--- config.mk ---
export PLATFORM = sky130hd
export DESIGN_NAME = jzdi_ctrl
export DESIGN_NICKNAME = d
export VERILOG_FILES = /design/src/sv/jzdi_pkg.sv /design/src/sv/jzdi_ctrl.sv
export SDC_FILE = /design/constraint.sdc
export NUM_CORES = 1
export LEC_CHECK = 0
export BUFFER_PORTS_ARGS = -buffer_cell sky130_fd_sc_hd__buf_2
export CORE_MARGIN = 1.5
export CORE_UTILIZATION = 45
export CTS_CLUSTER_DIAMETER = 80
export DETAILED_ROUTE_END_ITERATION = 7
export PLACE_DENSITY = 0.72
export SLEW_MARGIN = 20
export SYNTH_ARGS = -nofsm -noshare
export SYNTH_HDL_FRONTEND = slang
export SYNTH_SLANG_ARGS = --single-unit
--- constraint.sdc ---
create_clock -name clk -period 4.89 [get_ports clk]
set_input_delay 0.489 -clock clk [delete_from_list [all_inputs] [get_ports clk]]
set_output_delay 0.489 -clock clk [all_outputs]
set_load 0.01 [all_outputs]
--- src/sv/jzdi_pkg.sv ---
// shared types, tables and constants of the 8x8 dequantize and inverse dct block
`timescale 1ns / 1ps

package jzdi_pkg;

    localparam int COEF_BITS_DEF = 12;
    localparam int COS_FRAC_DEF  = 15;
    localparam int VAL_W         = 20;
    localparam int CFG_W         = 64;
    localparam int CFG_IDX_W     = 3;
    localparam int QROWS         = 8;
    localparam logic [CFG_W-1:0] QUANT_RST = 64'h0101010101010101;

    typedef enum logic [2:0]
    {
        K_NOP,
        K_RAW,
        K_DEQ,
        K_P1,
        K_LO,
        K_HI
    } kind_t;

    // one command word per cycle from the controller to the datapath
    typedef struct packed
    {
        logic       store;
        logic       clear;
        kind_t      kind;
        logic [5:0] addr;
        logic [2:0] bx;
        logic [2:0] bu;
        logic       first;
        logic       fin;
        logic [5:0] waddr;
        logic       lastv;
    } cmd_t;

    localparam logic [5:0] ZZ_POS [64] = '{
        6'd0,  6'd1,  6'd8,  6'd16, 6'd9,  6'd2,  6'd3,  6'd10,
        6'd17, 6'd24, 6'd32, 6'd25, 6'd18, 6'd11, 6'd4,  6'd5,
        6'd12, 6'd19, 6'd26, 6'd33, 6'd40, 6'd48, 6'd41, 6'd34,
        6'd27, 6'd20, 6'd13, 6'd6,  6'd7,  6'd14, 6'd21, 6'd28,
        6'd35, 6'd42, 6'd49, 6'd56, 6'd57, 6'd50, 6'd43, 6'd36,
        6'd29, 6'd22, 6'd15, 6'd23, 6'd30, 6'd37, 6'd44, 6'd51,
        6'd58, 6'd59, 6'd52, 6'd45, 6'd38, 6'd31, 6'd39, 6'd46,
        6'd53, 6'd60, 6'd61, 6'd54, 6'd47, 6'd55, 6'd62, 6'd63
    };

    // cos(k*pi/16) with 30 fraction bits
    localparam longint COS30 [9] = '{
        64'sd1073741824, 64'sd1053110176, 64'sd992008094, 64'sd892783698,
        64'sd759250125,  64'sd596538995,  64'sd410903207, 64'sd209476638, 64'sd0
    };
    localparam longint SQRT_HALF_30 = 64'sd759250125;

    // c(u)*cos((2x+1)u*pi/16) rounded to frac fraction bits
    function automatic int basis_val(input logic [2:0] x, input logic [2:0] u,
                                     input int frac);
        int     k;
        int     sh;
        logic   neg;
        longint v;
        longint mag;
        neg = 1'b0;
        sh  = 30 - frac;
        if (u == 3'd0)
        begin
            v = SQRT_HALF_30;
        end
        else
        begin
            k = ((2 * int'(x) + 1) * int'(u)) & 31;
            if (k > 16)
                k = 32 - k;
            if (k > 8)
            begin
                k   = 16 - k;
                neg = 1'b1;
            end
            v = COS30[k];
        end
        mag = (v + (64'sd1 <<< (sh - 1))) >>> sh;
        return neg ? -int'(mag) : int'(mag);
    endfunction

endpackage

--- src/sv/jzdi_ctrl.sv ---
// controller: sequences storing, emitting and the two idct passes
`timescale 1ns / 1ps

module jzdi_ctrl
(
    input  logic             clk,
    input  logic             rst_n,
    input  logic             start,
    input  logic             last_coef,
    input  logic [1:0]       output_mode,
    output logic             busy,
    output jzdi_pkg::cmd_t   cmd
);

    typedef enum logic [2:0]
    {
        S_IDLE,
        S_EMIT,
        S_PASS1,
        S_DRAIN,
        S_PASS2,
        S_FLUSH
    } state_t;

    localparam logic [10:0] DRAIN_LAST = 11'd4;
    localparam logic [10:0] FLUSH_LAST = 11'd6;

    state_t      state_reg, state_next;
    logic [10:0] cnt_reg, cnt_next;
    logic        raw_reg, raw_next;
    logic        busy_reg, busy_next;
    logic        accept;

    assign accept = start && !busy_reg;
    assign busy   = busy_reg;

    always_comb
    begin
        state_next = state_reg;
        cnt_next   = cnt_reg + 11'd1;
        raw_next   = raw_reg;
        busy_next  = busy_reg;
        cmd        = '0;
        cmd.kind   = jzdi_pkg::K_NOP;
        cmd.store  = accept;
        unique case (state_reg)
            S_IDLE:
            begin
                cnt_next = '0;
                if (accept && last_coef)
                begin
                    busy_next = 1'b1;
                    raw_next  = (output_mode == 2'd0);
                    if (output_mode == 2'd0 || output_mode == 2'd1)
                        state_next = S_EMIT;
                    else
                        state_next = S_PASS1;
                end
            end
            S_EMIT:
            begin
                cmd.kind  = raw_reg ? jzdi_pkg::K_RAW : jzdi_pkg::K_DEQ;
                cmd.addr  = cnt_reg[5:0];
                cmd.lastv = (cnt_reg[5:0] == 6'd63);
                if (cnt_reg[5:0] == 6'd63)
                begin
                    state_next = S_FLUSH;
                    cnt_next   = '0;
                end
            end
            S_PASS1:
            begin
                // row u, output column j, term v
                cmd.kind  = jzdi_pkg::K_P1;
                cmd.addr  = {cnt_reg[8:6], cnt_reg[2:0]};
                cmd.bx    = cnt_reg[5:3];
                cmd.bu    = cnt_reg[2:0];
                cmd.first = (cnt_reg[2:0] == 3'd0);
                cmd.fin   = (cnt_reg[2:0] == 3'd7);
                cmd.waddr = {cnt_reg[8:6], cnt_reg[5:3]};
                if (cnt_reg[8:0] == 9'd511)
                begin
                    state_next = S_DRAIN;
                    cnt_next   = '0;
                end
            end
            S_DRAIN:
            begin
                if (cnt_reg == DRAIN_LAST)
                begin
                    state_next = S_PASS2;
                    cnt_next   = '0;
                end
            end
            S_PASS2:
            begin
                // pixel row i, column j, term u, low then high half
                cmd.kind  = cnt_reg[0] ? jzdi_pkg::K_HI : jzdi_pkg::K_LO;
                cmd.addr  = {cnt_reg[3:1], cnt_reg[6:4]};
                cmd.bx    = cnt_reg[9:7];
                cmd.bu    = cnt_reg[3:1];
                cmd.first = (cnt_reg[3:0] == 4'd0);
                cmd.fin   = (cnt_reg[3:0] == 4'd15);
                cmd.lastv = (cnt_reg[9:4] == 6'd63);
                if (cnt_reg[9:0] == 10'd1023)
                begin
                    state_next = S_FLUSH;
                    cnt_next   = '0;
                end
            end
            S_FLUSH:
            begin
                if (cnt_reg == FLUSH_LAST)
                begin
                    cmd.clear  = 1'b1;
                    busy_next  = 1'b0;
                    state_next = S_IDLE;
                end
            end
            default:
            begin
                state_next = S_IDLE;
            end
        endcase
    end

    always_ff @(posedge clk or negedge rst_n)
    begin
        if (!rst_n)
        begin
            state_reg <= S_IDLE;
            cnt_reg   <= '0;
            raw_reg   <= 1'b0;
            busy_reg  <= 1'b0;
        end
        else
        begin
            state_reg <= state_next;
            cnt_reg   <= cnt_next;
            raw_reg   <= raw_next;
            busy_reg  <= busy_next;
        end
    end

endmodule

==> results.md <==
- Final Hold Viols: 0
- Critical path launch point type: register
- Clk pwr share: 39.3%
- Setup TNS: 0 ns
- DRC: 11
- Synth Flop Type: dfrtp_1
- Tmin final: 2.83 ns
- Failing checks: DRC
- Rel. slew slack: 48.8%
- CTS max path bufs: 2
- R2R depth: 11
- Worst-margin pin slew: 0.767 ns
- Worst min path class: in2async
- Type of destination of the critical path: output port
- Finished Core Util: 54.0%
- Via density: 6.05
- Most common cell after layout, fill and taps aside: buf_2
- Reg area: 400 µm²
- CTS buffer count: 3
- Cell taking the most area after synthesis: dfrtp_1
- Initial Utilization: 48.3%
- Largest net degree at the start of global routing: 23
- Ant diodes: 0
- Critical path data required time: 4.40 ns
- Max-cap violation count: 0
- Top cell type's share of synthesized area: 29.5%
- Post-synth ARST share: 100%
- Final worst path period share: 58.0%
- Slew Limit Fails: 0
- Drt pass-1 iters: 7
- Clk_lat worst skew: 0.29 ns
- P_leak: 0.736 nW
- Cell-internal power: 0.180 mW
- PD cells: 151 mW/mm²
- Via count: 1,344
- Total Wirelength: 3.54 mm
- Fillers: 272
- Multi-input combinational cell area: 860 µm²
- Routed Antenna Nets: 0
- Placer Congestion: 0.936
- Fin Hold WS: 0.0847 ns
- Die Area: 0.00335 mm²
- Layout cell share with drive strength beyond 1: 23.0%
- Fin nets: 203
- CP Class: reg2out
- Number of setup violations in the final report: 0
- Mean routed wirelength per cell: 15.9 µm
- Number of synthesized flops with an enable pin: 0
- CTS clk-pin slew, worst paths: 0.10 ns
- CTS tree: yes
- RSZ-0062 raised after global routing: no
- Synth area leaders: dfrtp_1 30%, ha_1 4.6%, a22oi_1 4.4%
- Rows: 19
- Remaining global-route overflow: 0
- Hold_buf cts: 0
- Number of top-level pins: 33
- Count of clock tree sinks: 16
- Synth Instances: 170
- PostCTS Resize Cnt: 0
- Switch Pwr: 0.0485 mW
- Reg2Reg Setup Slack: 2.21 ns
- Crit path arrival time: 2.35 ns
- DIE WIDTH: 57.9 µm
- Htree depth: 1
- Outcome: finished with violations
- Core box area: 0.00281 mm²
- Post-detail-place hpwl: 2.65 mm
- Yosys warns: 0
- Gate power share: 2.6%
- Part of the Yosys area used for sequential elements: 29.5%
- Yosys reg bits: 16
- Post-Syn Area: 0.00136 mm²
- Vias in the first global route: 1,217
- DRT iter0 DRCs: 89
- Fmax: 353 MHz
- Clk_skew: 0.00686 ns
- Most frequent cells in the layout: 32 x buf_2, 16 x nor2_1, 16 x dfrtp_1
- First-pass GRT wire length: 5.79 mm
- R2r endpoint: state_reg[1]
- Total GRT Usage: 22.2%
- Switching share of power: 21.2%
- Avg Cell Area, Syn: 7.97 µm²
- Post-CTS Setup Inserts: 0
- CTS root buf: clkbuf_4
- Worst R2R Start: cnt_reg[0]
- Initial antenna violation count: 0
- Yosys cell types: 46
- Max VDD drop: 83.6 µV
- Die Span Y: 57.9 µm
- P&R area growth vs syn: 11.7%
- CP max FO: 22
- IO Port Bufs: 32
- Largest register FFs: 11
- Sequential power share: 58.0%
- Synth Net Count: 181
-- synthesized netlist by cell type (3+ instances only) --
| master | count |
|---|---|
| o21bai_1 | 5 |
| nand2_1 | 15 |
| dfrtp_1 | 16 |
| xnor2_1 | 3 |
| inv_1 | 5 |
| nor2b_1 | 6 |
| nand3_1 | 7 |
| a21oi_1 | 6 |
| o21ai_0 | 8 |
| a21o_1 | 3 |
| and2_1 | 6 |
| o22ai_1 | 3 |
| clkbuf_1 | 6 |
| ha_1 | 5 |
| xor2_1 | 3 |
| nor2_1 | 16 |
| a22oi_1 | 8 |
| nor3_1 | 7 |
| and3_1 | 4 |
| buf_2 | 7 |
-- worst max-delay path by stage --
stage	startpoint	end	slack, ns
finish	state_reg[1]	cmd[20]	2.06
floorplan	cnt_reg[0]	state_reg[1]	2.65
CTS	state_reg[1]	cmd[18]	2.08
global route	state_reg[1]	cmd[18]	1.87
global placement	cnt_reg[0]	state_reg[1]	2.39
detailed placement	cnt_reg[0]	state_reg[1]	2.26
-- worst max-delay path, stage by stage (launching register included) --
cell and delay [ns]:
dfrtp_1 0.77, nand2_1 0.22, nor2_1 0.57, and2_1 0.23, o21bai_1 0.10, buf_2 0.15
-- power groups by stage --
stage / logic (mW) / clock network (mW) / registers [mW]
final: 0.00604 / 0.0898 / 0.133
after global placement: 0.00603 / 0 / 0.135
after CTS: 0.00638 / 0.0913 / 0.133
after floorplan: 0.00109 / 0 / 0.135
after detailed placement: 0.00634 / 0 / 0.135
after global routing: 0.00727 / 0.100 / 0.133
-- per-layer routing --
layer	part of all wire (%)	global-route usage (%)
met2	47	37.7
met5	0	0
met1	45	29.4
met4	1.2	6.98
met3	7.3	2.90
-- area by class of cell --
| cell class | count | area share, % |
|---|---|---|
| clock buffer | 4 | 2.40 |
| inverter | 5 | 1.24 |
| multi-input combinational | 134 | 56.8 |
| sequential | 16 | 26.4 |
| tap | 31 | 2.56 |
| timing repair buffer | 32 | 10.6 |
-- cells by family after synthesis --
kind of cell / count (synthesis) / share of synthesized area [%]
DFF: 16 / 29.5
muxes: 1 / 0.831
and+or+nand+nor: 76 / 30.8
AOI/OAI and AO/OA: 46 / 23.3
adders and majority gates: 5 / 4.62
xor gates and xnor gates: 6 / 3.88
buffers and inverters: 20 / 7.02
-- through the flow --
step	std cells	instance area [µm²]	setup WS [ns]	total power [mW]
after global placement	218	1480	2.39	0.141
final	222	1510	2.06	0.228
after floorplan	170	1360	2.65	0.136
after CTS	222	1510	2.08	0.230
after global routing	222	1510	1.87	0.240
after detailed placement	218	1480	2.26	0.142
No activity file was read; power rests on OpenSTA's default activity.
